--- config.mk ---
export PLATFORM = sky130hd
export DESIGN_NAME = battery_power_mode_controller
export DESIGN_NICKNAME = d
export VERILOG_FILES = /design/src/rtl/bpmc_pkg.sv /design/src/rtl/bpmc_core.sv /design/src/rtl/battery_power_mode_controller.sv
export VERILOG_INCLUDE_DIRS = /design/src /design/src/rtl
export SDC_FILE = /design/constraint.sdc
export NUM_CORES = 1
export LEC_CHECK = 0
export BUFFER_PORTS_ARGS = -buffer_cell sky130_fd_sc_hd__buf_2
export CELL_PAD_IN_SITES_DETAIL_PLACEMENT = 1
export CELL_PAD_IN_SITES_GLOBAL_PLACEMENT = 2
export CORE_UTILIZATION = 40
export DETAILED_ROUTE_END_ITERATION = 16
export PLACE_DENSITY = 0.79
export SYNTH_ARGS = -nofsm -noshare
export SYNTH_HDL_FRONTEND = slang
export SYNTH_SLANG_ARGS = --single-unit
--- constraint.sdc ---
create_clock -name clk -period 8.55 [get_ports clk]
set_input_delay 0.855 -clock clk [delete_from_list [all_inputs] [get_ports clk]]
set_output_delay 0.855 -clock clk [all_outputs]
set_load 0.02 [all_outputs]
--- src/rtl/battery_power_mode_controller_assert.svh ---
// Assertion macros shared by the battery power-mode controller RTL.
// Each macro expects signals named clk and arst_n in the including module.
`ifndef BATTERY_POWER_MODE_CONTROLLER_ASSERT_SVH
`define BATTERY_POWER_MODE_CONTROLLER_ASSERT_SVH

// The consequent must hold in the same cycle as the antecedent.
`define BPMC_ASSERT_SAME(label, ante, cons, msg) \
	label: assert property (@(posedge clk) disable iff (!arst_n) (ante) |-> (cons)) \
		else $error(msg);

// The consequent must hold in the cycle after the antecedent.
`define BPMC_ASSERT_NEXT(label, ante, cons, msg) \
	label: assert property (@(posedge clk) disable iff (!arst_n) (ante) |=> (cons)) \
		else $error(msg);

`endif

--- src/rtl/bpmc_pkg.sv ---
// Package for the battery power-mode controller: request and mode codes,
// register indexes, fixed thresholds and the request, config and result types.
// Used by bpmc_core and battery_power_mode_controller.
package bpmc_pkg;

	localparam logic [2:0] REQ_TICK       = 3'd0;
	localparam logic [2:0] REQ_BUS_RX     = 3'd1;
	localparam logic [2:0] REQ_WINDOW_END = 3'd2;
	localparam logic [2:0] REQ_RTC_WAKE   = 3'd3;
	localparam logic [2:0] REQ_PREP_SLEEP = 3'd4;

	localparam logic [1:0] MODE_ACTIVE = 2'd0;
	localparam logic [1:0] MODE_RTC    = 2'd1;
	localparam logic [1:0] MODE_DEEP   = 2'd2;

	localparam logic [1:0] CFG_DEADBAND        = 2'd0;
	localparam logic [1:0] CFG_IDLE_SECONDS    = 2'd1;
	localparam logic [1:0] CFG_PERIOD_ACTIVE   = 2'd2;
	localparam logic [1:0] CFG_PERIOD_INACTIVE = 2'd3;

	localparam logic [7:0]  NO_ACK_INACTIVE_LIMIT = 8'd6;
	localparam logic [7:0]  NO_ACK_MAX            = 8'd255;
	localparam logic [1:0]  RTC_BUSINESS_FRAMES   = 2'd2;
	localparam logic [1:0]  RTC_PROBE_FRAMES      = 2'd2;
	localparam logic [15:0] DEEP_LOW_CELL_MV      = 16'd2600;
	localparam logic [31:0] DEEP_CONFIRM_MS       = 32'd60000;
	localparam logic [9:0]  MS_PER_S              = 10'd1000;

	typedef struct packed {
		logic [2:0]  req_type;
		logic        tx_acked;
		logic [15:0] charge_current;
		logic [15:0] discharge_current;
		logic        comm_active;
		logic        wake_asserted;
		logic        fault_present;
		logic [15:0] min_cell_mv;
		logic [15:0] delta_ms;
	} item_t;

	typedef struct packed {
		logic [15:0] current_deadband;
		logic [15:0] idle_seconds_before_rtc;
		logic [15:0] rtc_period_bus_active;
		logic [15:0] rtc_period_bus_inactive;
	} cfg_t;

	typedef struct packed {
		logic [1:0]  power_mode;
		logic        rtc_req;
		logic        deep_req;
		logic        bus_alive;
		logic [15:0] rtc_period_s;
		logic [7:0]  unacked_windows;
	} result_t;

endpackage

--- src/rtl/bpmc_core.sv ---
// State and next-state logic of the battery power-mode controller.
// Applies one request per step and reports the state it leaves behind.
// Depends on bpmc_pkg and battery_power_mode_controller_assert.svh.
`include "battery_power_mode_controller_assert.svh"

module bpmc_core
	import bpmc_pkg::*;
(
	input  logic    clk,
	input  logic    arst_n,
	input  logic    step,
	input  item_t   item,
	input  cfg_t    cfg,
	output result_t result
);

	logic        bus_q, bus_d;
	logic [7:0]  no_ack_q, no_ack_d;
	logic [1:0]  business_q, business_d;
	logic [1:0]  probe_q, probe_d;
	logic [31:0] lv_timer_q, lv_timer_d;
	logic [31:0] idle_timer_q, idle_timer_d;
	logic [1:0]  mode_q, mode_d;
	logic        rtc_flag_q, rtc_flag_d;
	logic        deep_flag_q, deep_flag_d;

	logic        current_flowing;
	logic        blocker;
	logic        low_voltage;
	logic [31:0] lv_sum;
	logic [31:0] idle_sum;
	logic [25:0] idle_threshold;
	logic [7:0]  no_ack_inc;

	function automatic logic [31:0] sat_add(input logic [31:0] a, input logic [15:0] b);
		logic [32:0] s;
		s = {1'b0, a} + {17'b0, b};
		return s[32] ? 32'hFFFF_FFFF : s[31:0];
	endfunction

	assign current_flowing = (item.charge_current >= cfg.current_deadband) ||
		(item.discharge_current >= cfg.current_deadband);
	assign blocker = current_flowing || item.comm_active || item.wake_asserted ||
		item.fault_present || (business_q != 2'd0) || (probe_q != 2'd0);
	assign low_voltage = (item.min_cell_mv != 16'd0) &&
		(item.min_cell_mv <= DEEP_LOW_CELL_MV) &&
		(item.charge_current < cfg.current_deadband);
	assign lv_sum = sat_add(lv_timer_q, item.delta_ms);
	assign idle_sum = sat_add(idle_timer_q, item.delta_ms);
	assign idle_threshold = {10'b0, cfg.idle_seconds_before_rtc} * {16'b0, MS_PER_S};
	assign no_ack_inc = (no_ack_q < NO_ACK_MAX) ? no_ack_q + 8'd1 : no_ack_q;

	always_comb begin
		bus_d        = bus_q;
		no_ack_d     = no_ack_q;
		business_d   = business_q;
		probe_d      = probe_q;
		lv_timer_d   = lv_timer_q;
		idle_timer_d = idle_timer_q;
		mode_d       = mode_q;
		rtc_flag_d   = rtc_flag_q;
		deep_flag_d  = deep_flag_q;
		unique case (item.req_type)
			REQ_TICK: begin
				rtc_flag_d  = 1'b0;
				deep_flag_d = 1'b0;
				lv_timer_d  = low_voltage ? lv_sum : 32'd0;
				if (low_voltage && (lv_sum >= DEEP_CONFIRM_MS)) begin
					deep_flag_d = 1'b1;
					mode_d      = MODE_DEEP;
				end else if (blocker) begin
					idle_timer_d = 32'd0;
					mode_d       = MODE_ACTIVE;
				end else begin
					idle_timer_d = idle_sum;
					if (idle_sum >= {6'b0, idle_threshold}) begin
						rtc_flag_d = 1'b1;
						mode_d     = MODE_RTC;
					end else begin
						mode_d = MODE_ACTIVE;
					end
				end
			end
			REQ_BUS_RX: begin
				bus_d    = 1'b1;
				no_ack_d = 8'd0;
			end
			REQ_WINDOW_END: begin
				business_d = 2'd0;
				probe_d    = 2'd0;
				if (item.tx_acked) begin
					bus_d    = 1'b1;
					no_ack_d = 8'd0;
				end else begin
					no_ack_d = no_ack_inc;
					if (no_ack_inc >= NO_ACK_INACTIVE_LIMIT) begin
						bus_d = 1'b0;
					end
				end
			end
			REQ_RTC_WAKE: begin
				business_d = bus_q ? RTC_BUSINESS_FRAMES : 2'd0;
				probe_d    = bus_q ? 2'd0 : RTC_PROBE_FRAMES;
			end
			REQ_PREP_SLEEP: begin
				business_d = 2'd0;
				probe_d    = 2'd0;
			end
			default: begin
			end
		endcase
	end

	always_ff @(posedge clk or negedge arst_n) begin
		if (!arst_n) begin
			bus_q        <= 1'b1;
			no_ack_q     <= 8'd0;
			business_q   <= 2'd0;
			probe_q      <= 2'd0;
			lv_timer_q   <= 32'd0;
			idle_timer_q <= 32'd0;
			mode_q       <= MODE_ACTIVE;
			rtc_flag_q   <= 1'b0;
			deep_flag_q  <= 1'b0;
		end else if (step) begin
			bus_q        <= bus_d;
			no_ack_q     <= no_ack_d;
			business_q   <= business_d;
			probe_q      <= probe_d;
			lv_timer_q   <= lv_timer_d;
			idle_timer_q <= idle_timer_d;
			mode_q       <= mode_d;
			rtc_flag_q   <= rtc_flag_d;
			deep_flag_q  <= deep_flag_d;
		end
	end

	assign result.power_mode      = mode_d;
	assign result.rtc_req         = rtc_flag_d;
	assign result.deep_req        = deep_flag_d;
	assign result.bus_alive       = bus_d;
	assign result.rtc_period_s    = bus_d ? cfg.rtc_period_bus_active :
		cfg.rtc_period_bus_inactive;
	assign result.unacked_windows = no_ack_d;

	`BPMC_ASSERT_SAME(a_deep_mode, deep_flag_q, mode_q == MODE_DEEP,
		"deep request without deep mode")
	`BPMC_ASSERT_SAME(a_rtc_mode, rtc_flag_q, mode_q == MODE_RTC,
		"rtc request without rtc mode")
	`BPMC_ASSERT_SAME(a_bus_dead_count, !bus_q, no_ack_q >= NO_ACK_INACTIVE_LIMIT,
		"bus marked dead below the no-ack limit")
	`BPMC_ASSERT_SAME(a_frames_exclusive, business_q != 2'd0, probe_q == 2'd0,
		"business and probe frames pending together")
	`BPMC_ASSERT_NEXT(a_idle_hold, !step, $stable(idle_timer_q) && $stable(mode_q),
		"state changed without a request")

endmodule

--- src/rtl/battery_power_mode_controller.sv ---
// Battery power-mode controller: takes one event request per cycle and returns one
// result per request through the input register and then the result register.
// The next-state logic is one short pass between the two registers, so the rate is
// one request per cycle for as long as the result side keeps taking results.
// Configuration registers are written through the cfg port, which is always ready.
// Depends on bpmc_pkg and bpmc_core.
module battery_power_mode_controller
	import bpmc_pkg::*;
(
	input  logic        clk,
	input  logic        arst_n,
	input  logic        cfg_valid,
	output logic        cfg_ready,
	input  logic [1:0]  cfg_index,
	input  logic [15:0] cfg_data,
	input  logic        in_valid,
	output logic        in_ready,
	input  logic [2:0]  req_type,
	input  logic        tx_acked,
	input  logic [15:0] charge_current,
	input  logic [15:0] discharge_current,
	input  logic        comm_active,
	input  logic        wake_asserted,
	input  logic        fault_present,
	input  logic [15:0] min_cell_mv,
	input  logic [15:0] delta_ms,
	output logic        out_valid,
	input  logic        out_ready,
	output logic [1:0]  power_mode,
	output logic        rtc_req,
	output logic        deep_req,
	output logic        bus_alive,
	output logic [15:0] rtc_period_s,
	output logic [7:0]  unacked_windows
);

	cfg_t    cfg_q;
	item_t   item_s1;
	logic    valid_s1;
	result_t result_q;
	logic    out_valid_q;
	result_t result_next;
	logic    advance;
	logic    out_free;

	assign cfg_ready = 1'b1;
	assign out_free  = !out_valid_q || out_ready;
	assign advance   = valid_s1 && out_free;
	assign in_ready  = !valid_s1 || out_free;

	always_ff @(posedge clk or negedge arst_n) begin
		if (!arst_n) begin
			cfg_q <= '0;
		end else if (cfg_valid) begin
			unique case (cfg_index)
				CFG_DEADBAND:        cfg_q.current_deadband        <= cfg_data;
				CFG_IDLE_SECONDS:    cfg_q.idle_seconds_before_rtc <= cfg_data;
				CFG_PERIOD_ACTIVE:   cfg_q.rtc_period_bus_active   <= cfg_data;
				CFG_PERIOD_INACTIVE: cfg_q.rtc_period_bus_inactive <= cfg_data;
				default: begin
				end
			endcase
		end
	end

	always_ff @(posedge clk or negedge arst_n) begin
		if (!arst_n) begin
			valid_s1    <= 1'b0;
			out_valid_q <= 1'b0;
		end else begin
			if (in_valid && in_ready) begin
				valid_s1 <= 1'b1;
			end else if (advance) begin
				valid_s1 <= 1'b0;
			end
			if (advance) begin
				out_valid_q <= 1'b1;
			end else if (out_ready) begin
				out_valid_q <= 1'b0;
			end
		end
	end

	always_ff @(posedge clk) begin
		if (in_valid && in_ready) begin
			item_s1.req_type          <= req_type;
			item_s1.tx_acked          <= tx_acked;
			item_s1.charge_current    <= charge_current;
			item_s1.discharge_current <= discharge_current;
			item_s1.comm_active       <= comm_active;
			item_s1.wake_asserted     <= wake_asserted;
			item_s1.fault_present     <= fault_present;
			item_s1.min_cell_mv       <= min_cell_mv;
			item_s1.delta_ms          <= delta_ms;
		end
		if (advance) begin
			result_q <= result_next;
		end
	end

	bpmc_core u_core (
		.clk    (clk),
		.arst_n (arst_n),
		.step   (advance),
		.item   (item_s1),
		.cfg    (cfg_q),
		.result (result_next)
	);

	assign out_valid       = out_valid_q;
	assign power_mode      = result_q.power_mode;
	assign rtc_req         = result_q.rtc_req;
	assign deep_req        = result_q.deep_req;
	assign bus_alive       = result_q.bus_alive;
	assign rtc_period_s    = result_q.rtc_period_s;
	assign unacked_windows = result_q.unacked_windows;

endmodule
# == Yosys cells after proc, flatten, opt, wreduce, memory -nomap -nowiden ==
# Cells that the tools add are included.
# op_classes
addsub,3
multipliers,1
magnitude_cmp,8
eq_ne,7
muxes,29
bitwise,1
reduce_logical,31
# op_table
cell,n
32-bit two-way mux,4
32-bit by 16-bit adder with 33-bit output,2
16-bit >= comparator,2
32-bit by 16-bit >= comparator with 1-bit output (second input constant),1
32-bit by 26-bit >= comparator with 1-bit output,1
16-bit by 7-bit multiplier with 23-bit output (second input constant),1
16-bit by 12-bit <= comparator with 1-bit output (second input constant),1
16-bit less-than comparator,1
16-bit two-way mux,1
8-bit two-way mux,2
8-bit one-hot mux with 2 select lines,1
16-bit nonzero test,1
1-bit two-way mux,13
2-bit AND reduction,6
2-bit two-way mux,5
2-bit nonzero test,5
8-bit by 1-bit adder with 8-bit output (second input constant),1
8-bit by 3-bit >= comparator with 1-bit output (second input constant),1
1-bit logical OR,8
8-bit less-than comparator (second input constant),1
2-bit one-hot mux with 2 select lines,2
3-bit by 2-bit == test with 1-bit output (second input constant),2
1-bit logical AND,5
2-bit == test (second input constant),2
other kinds (10),11
# totals
register_bits,247
in_bits,94
output_inout_bits,32
wordCells,110

# == Logic depth before layout (Yosys ltp) ==
# Gate-level depths: netlist of run 1.
# logic_depth
word_depth,10
ltp_mapped,27
depth_no_buf,27

# == Hierarchy ==
# A second synthesis of run 1 with hierarchy kept.
# hier_totals
hier_cells,1531
hier_area_um2,16373.2
# modules_own_cells
module,n_inst,cells_each,area_each_um2,seq_area_each_um2
bpmc_core,1,1285,10859.2,1978.1
battery_power_mode_controller,1,246,5514.0,4654.5

# == Least setup slack after synthesis of run 1 ==
# OpenSTA, ideal clock, no wires.
# synth_path
path_kind,flip-flop to flip-flop
startpoint,reg cfg_q[32] in the netlist's numbering
endpoint,"reg result_q, in the netlist power_mode[0] (data pin)"
setup_ns,0.275
arrival_time_ns,6.065
t_required_ns,8.275
slack_ns,2.210
stages_incl_launch_ff,26
path_buffers,0
synth_period_minus_slack_ns,6.340
cell_sequence,dfrtp_1 -> fa_1 -> fa_1 -> inv_1 -> fa_1 -> fa_1 -> inv_1 -> ha_1 -> nand2_1 -> o21ai_0 -> o41ai_1 -> o21ai_0 -> o21ai_0 -> nand2b_1 -> xnor2_1 -> ha_1 -> a21oi_1 -> o21ai_0 -> a21o_1 -> a211oi_1 -> o21ai_0 -> o221a_2 -> nor3_1 -> nand4_1 -> nor4b_2 -> o41ai_2
# synth_rtl
item,line,source
start: declaration,battery_power_mode_controller.sv:37,cfg_t cfg_q;
end signal: assignment,battery_power_mode_controller.sv:97,result_q <= result_next;
end: declaration,battery_power_mode_controller.sv:40,result_t result_q;

==> impl_metrics.csv, run 1 <==
group,metric,value,unit
outcome,outcome,"completed",
placed_design,dp_cells,2122,
yosys,syn_area_per_cell,10.59,sq um
yosys,synth_fp_nets,1806,
yosys,synth_seq_cells,245,
routing,vias,11770,
clock_network,clkTransAtPathRegs,0.06,ns
routing,routedWlPerCell,19.27,microns
grt,grt_pass1_vias,12650,
sta,relSlewSlack,33.33,%
yosys,synth_mux_area_share,7.523,%
sta,worst_pin_slew,0.9972,ns
yosys,synth_xor_area_share,3.056,%
placed_design,port_buffers,124,
floorplanning,fp.dieW,202.3,microns
yosys,synth_top_area_share,22.45,%
floorplanning,rows,73,
yosys,synth_area_leader_cell,"dfrtp_1",
placed_design,hpwl,31.64,mm
routing,drtAntennaViolNets,0,
setup_path,end_kind,"flip-flop",
sta,setup_tns,0,ns
finish,stdcell_count,2180,
clock_network,cts_root_buf,"clkbuf_16",
floorplanning,core_area,39640,sq um
finish,fin_nets,1919,
setup_path,arrival,7.51,ns
yosys,synth_compound_area_share,13.55,%
floorplanning,die_h,202.3,microns
finish,drive_gt1_share,16.47,%
clock_network,clock-sinks,245,
clock_network,tritoncts,"yes",
yosys,netlist_area,16050,sq um
yosys,synth-seq-area-share,41.33,%
grt,antenna_found_initial,6,
setup_path,crit_type,"flip-flop to flip-flop",
setup_path,path_max_fanout,6,
sta,fin_crit_sh,84.36,%
grt,overflow,0,
power,cellLeakagePower,8.129,nW
setup_path,worstSetupStartpointType,"flip-flop",
yosys,synth-main-ff-cell,"dfrtp_1",
sta,setup_viol,0,
routing,via_per_inst,5.399,
grt,gr-usage-all-layers,20.98,%
run,drv_cap,0,
setup_path,worstPathRequired,8.85,ns
yosys,synth-edff-count,100,
clock_network,cts_inserted_buffers,29,
sta,slew_violations,0,
grt,grt_max_degree,75,
yosys,synth_fa_ha_area_share,17.98,%
routing,drc_errors,0,
placed_design,routabilityCongestion,0.7952,
routing,drt_iter0_drc,494,
yosys,yosysMostFrequentCell,"dfrtp_1",
clock_network,clk_latency,0.57,ns
grt,grt_pass1_wl,68.69,mm
sta,max_freq,138.6,MHz
min_path,hp-class,"primary input to async pin",
floorplanning,io_pins,126,
floorplanning,dieArea,40930,sq um
yosys,synth_cell_type_count,87,
routing,drt-total-wl,42.01,mm
yosys,netlist_top_cells_area,"dfrtp_1, edfxtp_1, ha_1",
sta,post-route-min-period,7.213,ns
yosys,yosys-top-cells-count,"dfrtp_1, nand2_1, ha_1",
floorplanning,initial_core_util,40.49,%
yosys,async_reset_ff_share,59.18,%
sta,hold_viol_final,0,
finish,multi_input_area,8732,sq um
yosys,syn_inst,1515,
finish,fillers,4417,
yosys,ys_warn_count,0,
clock_network,clockBufferDepth,3,
sta,rsz0062_at_grt,"no",
yosys,synth_top_family_by_area,"adder cells",
clock_network,ctsHoldBuffers,0,
power,powerDensity,387.6,nW/um^2
clock_network,cts_resized,0,
clock_network,cts-htree-levels,1,
yosys,synth_simple_gate_area_share,12.22,%
routing,dr.pass1.iters,4,
finish,regArea,6633,sq um
sta,finalClockSkew,0.01296,ns
power,ir_worst_vdd,0.3472,mV
finish,synthToLayoutAreaGrowth,12.69,%
clock_network,postCtsSetupBuffers,0,
[cells by family after synthesis]
kind of cell,after synthesis
flops,245
simple gates,401
compound gates,334
mux,108
fa+ha+maj,197
buf+inv,173
xor+xnor,56
other cells,1
[layer usage]
metal	vias to the layer above	track usage (%)	share of wire, %
met4	6	5.720	2.1
li1	5657	-	-
met5	-	0	0.069
met1	5925	28.80	47
met2	126	34.44	48
met3	55	3.112	3.3
[per-stage QoR]
stage | setup slack, ns | utilization (%) | power (mW) | hold slack, ns | area [sq um]
after global routing | 0.8071 | 45.61 | 7.817 | 0.3960 | 18080
after detailed placement | 1.350 | 43.35 | 5.900 | 0.4793 | 17190
after CTS | 1.292 | 45.60 | 7.136 | 0.3621 | 18080
final | 1.337 | 45.63 | 7.009 | 0.3475 | 18090
after global placement | 1.543 | 43.35 | 5.756 | 0.4664 | 17190
after floorplan | 2.210 | - | 4.840 | 0.4481 | 16050
[state kept, by name (all words and copies together), names as in the netlist]
register	cells
unacked_windows	8
power_mode	2
u_core.deep_flag_q	1
valid_s1	1
bus_alive	1
out_valid	1
u_core.business_q	1
cfg_q	64
rtc_req	1
u_core.lv_timer_q	32
u_core.probe_q	1
u_core.mode_q	2
u_core.rtc_flag_q	1
u_core.bus_q	1
rtc_period_s	16
u_core.no_ack_q	8
u_core.idle_timer_q	32
item_s1	71
deep_req	1
[where the power goes]
group	internal (mW)	switching [mW]
combinational	1.94	2.47
sequential	1.35	0.0751
clock	0.666	0.508
[path summary, 6_finish.rpt]
check | slack [ns] | startpoint | depth (start not counted) | endpoint
max | 1.34 | cfg_q[34]$_DFFE_PN0P_ | 25 | power_mode[0]$_DFFE_PP_
min | 0.35 | arst_n | 1 | u_core.lv_timer_q[15]$_DFFE_PN0P_
max reg2reg | 1.34 | cfg_q[34]$_DFFE_PN0P_ | 25 | power_mode[0]$_DFFE_PP_
min reg2reg | 0.49 | u_core.lv_timer_q[15]$_DFFE_PN0P_ | 2 | u_core.lv_timer_q[15]$_DFFE_PN0P_
max in group asynchronous | 6.72 | arst_n | 2 | cfg_q[7]$_DFFE_PN0P_
min in group clk | 0.46 | discharge_current[1] | 1 | item_s1[36]$_DFFE_PP_
[layout by cell type, fill, tap and decap left out, types with 24 or more instances in the layout]
cell	Yosys	routed
nand2_1	143	143
mux2_1	37	37
nand3_1	36	36
edfxtp_1	100	100
o21ai_0	94	94
ha_1	141	141
nor2_1	77	77
buf_2	6	123
xnor2_1	33	33
a21oi_1	95	95
inv_1	119	118
clkbuf_16	0	29
mux2_2	64	64
and3_1	24	24
fa_1	56	56
dfrtp_1	144	144
[final cells by class]
type,count,share of cell area [%]
repair buffers,136,3.964
inverters,119,2.470
clock inverters,15,0.6503
multi-input cells,1097,48.28
clock buffers,39,4.275
diodes,4,0.05534
flip-flops and latches,245,36.67
well taps,525,3.632
[critical path, stage by stage, from the launching register on]
cell and delay, ns:
dfrtp_1 0.49, inv_1 0.14, fa_1 0.55, fa_1 0.45, fa_1 0.53, fa_1 0.55
inv_1 0.05, ha_1 0.34, nand2_1 0.09, o21ai_0 0.12, o41ai_1 0.59, o21ai_0 0.23
o21ai_0 0.20, nand2b_1 0.09, xnor2_1 0.13, ha_1 0.29, a21oi_1 0.14, o21ai_0 0.10
a21o_1 0.19, a211oi_1 0.23, o21ai_0 0.13, o221a_2 0.26, nor3_1 0.20, nand4_1 0.14
nor4b_2 0.55, o41ai_2 0.16
No activity file was read; power rests on OpenSTA's default activity.
==> run 2: changes to the inputs <==
clock period = 7.55 ns   (was 8.55 ns; I/O delays follow)
==> run 2 against run 1 <==
Sequential power increased by 13%. Total power is 16% higher. Utilization grew 0.36 points. Largest power group unchanged. Die area unchanged.
==> impl_metrics.csv, run 2 (synthesis gave the netlist of run 1 again) <==
group,metric,value,unit
grt,gr-usage-all-layers,20.78,%
clock_network,clock-sinks,245,
setup_path,rr_worst_depth,26,
setup_path,r2r_slack,0.62,ns
floorplanning,dieArea,40930,sq um
grt,antenna_found_initial,5,
routing,dr.pass1.iters,4,
clock_network,cts_root_buf,"clkbuf_16",
finish,mostFrequentLayoutCell,"dfrtp_1",
finish,finalCoreUtilization,45.98,%
floorplanning,io_pins,126,
floorplanning,rows,73,
placed_design,routabilityCongestion,0.7965,
sta,finalClockSkew,0.01467,ns
clock_network,clockBufferDepth,3,
sta,relSlewSlack,34.47,%
sta,slew_violations,0,
routing,drtAntennaViolNets,0,
clock_network,cts-htree-levels,1,
routing,met2_length,19.74,mm
clock_network,postCtsSetupBuffers,0,
floorplanning,core_area,39640,sq um
finish,reg_top3,"item_s1 x71, cfg_q x64",
floorplanning,fp.dieW,202.3,microns
clock_network,clk_latency,0.57,ns
finish,drive_gt1_share,16.94,%
power,cellLeakagePower,8.203,nW
clock_network,cts_inserted_buffers,29,
routing,maxUsedRoutingLayer,"met5",
clock_network,ctsHoldBuffers,0,
finish,stdcell_count,2181,
finish,largest_register,"item_s1",
setup_path,r2r_end,"rtc_req$_DFFE_PP_",
sta,setup_viol,0,
sta,rsz0062_at_grt,"no",
placed_design,port_buffers,124,
power,ir_worst_vdd,0.3959,mV
clock_network,tritoncts,"yes",
routing,via_per_inst,5.342,
min_path,hp-class,"primary input to async pin",
sta,fin_crit_sh,91.80,%
finish,largest_register_ffs,71,
routing,drt_iter0_drc,522,
clock_network,clkTransAtPathRegs,0.06,ns
power,powerDensity,447.7,nW/um^2
finish,fillers,4382,
sta,worst_pin_slew,0.9829,ns
setup_path,worstSetupStartpointType,"flip-flop",
routing,vias,11650,
finish,synthToLayoutAreaGrowth,13.57,%
routing,drt-total-wl,41.68,mm
routing,wl_met1,19.73,mm
setup_path,end_kind,"flip-flop",
sta,post-route-min-period,6.931,ns
placed_design,dp_cells,2124,
setup_path,cp-endpoint,"rtc_req$_DFFE_PP_",
setup_path,path_max_fanout,6,
floorplanning,initial_core_util,40.49,%
run,drv_cap,0,
routing,drc_errors,0,
setup_path,crit_start,"cfg_q[32]$_DFFE_PN0P_",
grt,overflow,0,
grt,grt_max_degree,78,
setup_path,arrival,7.24,ns
routing,met3_length,1.553,mm
sta,holdWs,0.2705,ns
clock_network,cts_resized,0,
routing,routedWlPerCell,19.11,microns
placed_design,hpwl,31.33,mm
setup_path,worstPathRequired,7.86,ns
finish,fin_nets,1921,
grt,grt_pass1_wl,67.78,mm
sta,setup_tns,0,ns
sta,hold_viol_final,0,
setup_path,r2r_start,"cfg_q[32]$_DFFE_PN0P_",
sta,max_freq,144.3,MHz
floorplanning,die_h,202.3,microns
outcome,outcome,"completed",
grt,grt_pass1_vias,12620,
setup_path,crit_type,"flip-flop to flip-flop",
finish,final_cell_mix,"dfrtp_1, nand2_1, ha_1, buf_2, inv_1",
==> run 2: changes by cell type in the layout (fill, tap and decap cells not counted), sizes merged <==
cell	previous run	this run
clkinvlp	2	4
inv	120	121
buf	136	138
diode	4	3
clkinv	11	4
bufinv	1	5
==> run 2: per-layer routing <==
metal | up-vias | GRT usage (%)
met3 | 46 | 3.418
met1 | 5796 | 28.35
li1 | 5660 | -
met4 | 4 | 4.753
met2 | 145 | 34.49
met5 | - | 0
==> run 2: layout make-up <==
| class | count | area [sq um] | area share [%] |
|---|---|---|---|
| Tap cell | 525 | 656.9 | 3.604 |
| Timing Repair Buffer | 138 | 732.0 | 4.016 |
| Sequential cell | 245 | 6633 | 36.39 |
| Multi-Input combinational cell | 1097 | 8742 | 47.96 |
| Clock buffer | 39 | 783.3 | 4.297 |
| Clock inverter | 15 | 226.5 | 1.242 |
| Antenna cell | 3 | 7.507 | 0.04119 |
| Inverter | 119 | 446.7 | 2.451 |
==> run 2: worst min-delay path by stage <==
stage,startpoint,end,slack (ns),cells after the start
floorplan,u_core.mode_q[0]$_DFFE_PN0P_,u_core.mode_q[0]$_DFFE_PN0P_,0.45,2
global placement,u_core.mode_q[0]$_DFFE_PN0P_,u_core.mode_q[0]$_DFFE_PN0P_,0.46,2
detailed placement,u_core.mode_q[0]$_DFFE_PN0P_,u_core.mode_q[0]$_DFFE_PN0P_,0.48,2
CTS,arst_n,u_core.lv_timer_q[15]$_DFFE_PN0P_,0.29,1
global route,min_cell_mv[5],item_s1[21]$_DFFE_PP_,0.32,1
finish,arst_n,u_core.lv_timer_q[15]$_DFFE_PN0P_,0.27,1
==> run 2: metrics by stage <==
stage | cell area [sq um] | total power [mW] | setup slack [ns]
after floorplan | 16050 | 5.481 | 1.210
after global placement | 17200 | 6.584 | 0.6103
after detailed placement | 17200 | 6.732 | 0.4956
after CTS | 18210 | 8.302 | 0.4168
after global routing | 18230 | 9.096 | 0.02984
final | 18230 | 8.160 | 0.6192
==> run 2: report_power, final <==
group,internal (mW),total (mW),switching (mW),leakage (nW)
combinational,2.23,5.06,2.82,4.87
sequential,1.53,1.62,0.0844,2.85
clock,0.903,1.49,0.583,0.482
==> run 2: worst max-delay path: stages, from the launching register on <==
cell and delay (ns):
dfrtp_1 0.47, fa_1 0.56, fa_1 0.55, inv_1 0.06
fa_1 0.49, fa_1 0.52, inv_1 0.04, ha_1 0.32
o21ai_0 0.13, a21boi_0 0.12, o21ai_0 0.25, a21oi_1 0.18
a41oi_1 0.38, nand2b_1 0.09, a21oi_1 0.18, xor2_1 0.16
ha_1 0.24, nand2_1 0.07, o21ai_0 0.09, a21o_1 0.19
a211oi_1 0.22, o21ai_0 0.12, o221a_2 0.25, nor3_1 0.22
nand4_1 0.18, nor4b_4 0.45, o41ai_2 0.14
==> run 3: changes to the inputs <==
BUFFER_PORTS_ARGS = default   (was -buffer_cell sky130_fd_sc_hd__buf_2)
CTS_CLUSTER_DIAMETER = 30   (was default)
DONT_BUFFER_PORTS = 1   (was default)
PLACE_DENSITY = 0.75   (was 0.79)
SETUP_SLACK_MARGIN = 0.02   (was default)
==> run 3 against run 2 <==
Total power up 17%. Worst setup slack better by 0.099 ns. Clock skew up 0.023 ns. Sequential share of layout area down 1.2 points. Sequential power up 2%. Cell area up 3.3%. Cell count down 2.8%. Critical path type unchanged. Largest cell class unchanged. Flip-flop and latch count unchanged. Critical endpoint is now power_mode[0]$_DFFE_PP_.
==> impl_metrics.csv, run 3 (synthesis gave the netlist of run 1 again) <==
group,metric,value,unit
routing,routedWlPerCell,20.53,microns
setup_path,path_max_fanout,6,
clock_network,cts_root_buf,"clkbuf_16",
outcome,outcome,"completed",
placed_design,port_buffers,0,
clock_network,clock-sinks,245,
floorplanning,rows,73,
setup_path,arrival,7.11,ns
setup_path,crit_slowest_cell,"fa_1",
routing,dr.pass1.iters,5,
setup_path,crit_path_max_incr_delay,0.56,ns
power,swShare,40.02,%
power,power.internal,5.710,mW
setup_path,worstSetupStartpointType,"flip-flop",
power,p_sw,3.810,mW
clock_network,cts_inserted_buffers,67,
routing,drc_errors,0,
clock_network,postCtsSetupBuffers,0,
sta,setup_tns,0,ns
floorplanning,dieArea,40930,sq um
clock_network,tritoncts,"yes",
power,ir_worst_vdd,0.3649,mV
sta,finalClockSkew,0.03810,ns
setup_path,r2r_start,"cfg_q[32]$_DFFE_PN0P_",
sta,post-route-min-period,6.832,ns
grt,antenna_found_initial,8,
floorplanning,core_area,39640,sq um
sta,slew_violations,0,
placed_design,routabilityCongestion,0.7914,
min_path,hp-class,"primary input to async pin",
finish,final_cell_mix,"dfrtp_1, nand2_1, ha_1, inv_1, edfxtp_1",
grt,overflow,0,
clock_network,clkTransAtPathRegs,0.05,ns
power,powerDensity,505.4,nW/um^2
floorplanning,fp.dieW,202.3,microns
sta,fin_crit_sh,90.49,%
routing,drtAntennaViolNets,0,
finish,finalCoreUtilization,47.52,%
sta,rsz0062_at_grt,"no",
routing,drt_iter0_drc,550,
clock_network,clockBufferDepth,3,
sta,relSlewSlack,33.34,%
setup_path,worstPathRequired,7.83,ns
finish,reg_top3,"item_s1 x71, cfg_q x64",
setup_path,crit_type,"flip-flop to flip-flop",
grt,grt_max_degree,145,
finish,synthToLayoutAreaGrowth,17.37,%
setup_path,crit_start,"cfg_q[32]$_DFFE_PN0P_",
finish,drive_gt1_share,13.43,%
placed_design,hpwl,31.11,mm
power,comb_power_share,53.1,%
floorplanning,io_pins,126,
grt,grt_pass1_wl,70.52,mm
sta,worst_pin_slew,0.9971,ns
power,power_frac_seq,17.4,%
sta,hold_viol_final,0,
floorplanning,initial_core_util,40.49,%
finish,mostFrequentLayoutCell,"dfrtp_1",
sta,setup_viol,0,
sta,max_freq,146.4,MHz
finish,stdcell_area,18840,sq um
grt,grt_pass1_vias,12680,
finish,fin_nets,1833,
finish,largest_register_ffs,71,
routing,drt-total-wl,43.55,mm
power,cellLeakagePower,8.309,nW
grt,gr-usage-all-layers,22.01,%
clock_network,cts-htree-levels,3,
routing,via_per_inst,5.494,
clock_network,clk_latency,0.56,ns
power,pwr-share-clk,29.5,%
run,drv_cap,0,
floorplanning,die_h,202.3,microns
setup_path,end_kind,"flip-flop",
finish,largest_register,"item_s1",
routing,vias,11650,
placed_design,dpl_cell_area,16550,sq um
run 3: cell count changes in the layout (fill, tap and decap cells not counted), moves of 2 or more:
cell | before | now
clkinv_2 | 4 | 9
clkbuf_1 | 8 | 14
buf_4 | 14 | 11
clkbuf_16 | 29 | 69
inv_6 | 0 | 5
clkinv_4 | 0 | 5
bufinv_16 | 5 | 7
clkbuf_8 | 2 | 5
buf_2 | 123 | 0
clkinv_1 | 0 | 2
run 3: metal layers:
metal  routed length (microns)  global-route usage, %  vias to the layer above
met4                       922                  7.062                       10
li1                          -                      -                     5525
met5                        46                      0                        -
met1                     20040                  29.17                     5863
met3                      2116                  5.305                       73
met2                     20430                  35.34                      181
run 3: area by class of cell:
class | instances | area [sq um]
fill | 4271 | 20800
multi-input combinational | 1097 | 8750
sequential | 245 | 6633
clock buffer | 88 | 1848
tap | 525 | 656.9
inverter | 119 | 446.7
clock inverter | 33 | 387.9
timing repair buffer | 12 | 110.1
antenna | 2 | 5.005
run 3: worst paths after layout:
path | slack, ns | end | cells after the start
max | 0.72 | power_mode[0]$_DFFE_PP_ | 26
min | 0.04 | u_core.bus_q$_DFFE_PN1P_ | 0
max reg2reg | 0.72 | power_mode[0]$_DFFE_PP_ | 26
min reg2reg | 0.48 | u_core.lv_timer_q[5]$_DFFE_PN0P_ | 2
max in group asynchronous | 6.61 | u_core.lv_timer_q[28]$_DFFE_PN0P_ | 1
min in group clk | 0.29 | item_s1[34]$_DFFE_PP_ | 0
run 3: stage by stage:
step / worst slack (ns) / total power [mW] / hold slack, ns / cells
2_1_floorplan: 1.210 / 5.481 / 0.4481 / 1515
3_3_place_gp: 0.6152 / 6.600 / 0.4626 / 1997
3_5_place_dp: 0.4206 / 6.723 / 0.4644 / 1997
4_1_cts: 0.4232 / 9.636 / 0.007625 / 2119
5_1_grt: 0.03308 / 10.44 / 0.01261 / 2121
6_report: 0.7178 / 9.520 / 0.03732 / 2121
run 3: worst max-delay path, delay by kind of cell (launching register included):
family | cells | cell delay [ns]
XOR/XNOR | 1 | 0.18
adder cells (fa/ha/maj) | 6 | 2.65
flip-flops | 1 | 0.47
buffers and inverters | 2 | 0.09
AND/OR/NAND/NOR | 5 | 0.99
AO/OA/AOI/OAI | 12 | 2.17
run 3: power groups by stage:
stage / combinational (mW) / sequential, mW / clock, mW
final: 5.05 / 1.66 / 2.81
after global routing: 5.83 / 1.68 / 2.93
after CTS: 5.12 / 1.66 / 2.85
after detailed placement: 5.04 / 1.68 / 0
after global placement: 4.93 / 1.67 / 0
after floorplan: 3.84 / 1.64 / 0
run 3: timing repair:
item / 4_1_cts / 5_1_grt
hold buffers: 1 / 0
endpoints found under the hold margin: 144 / 0
resized for setup: 0 / 3
setup endpoints to repair: 0 / 4
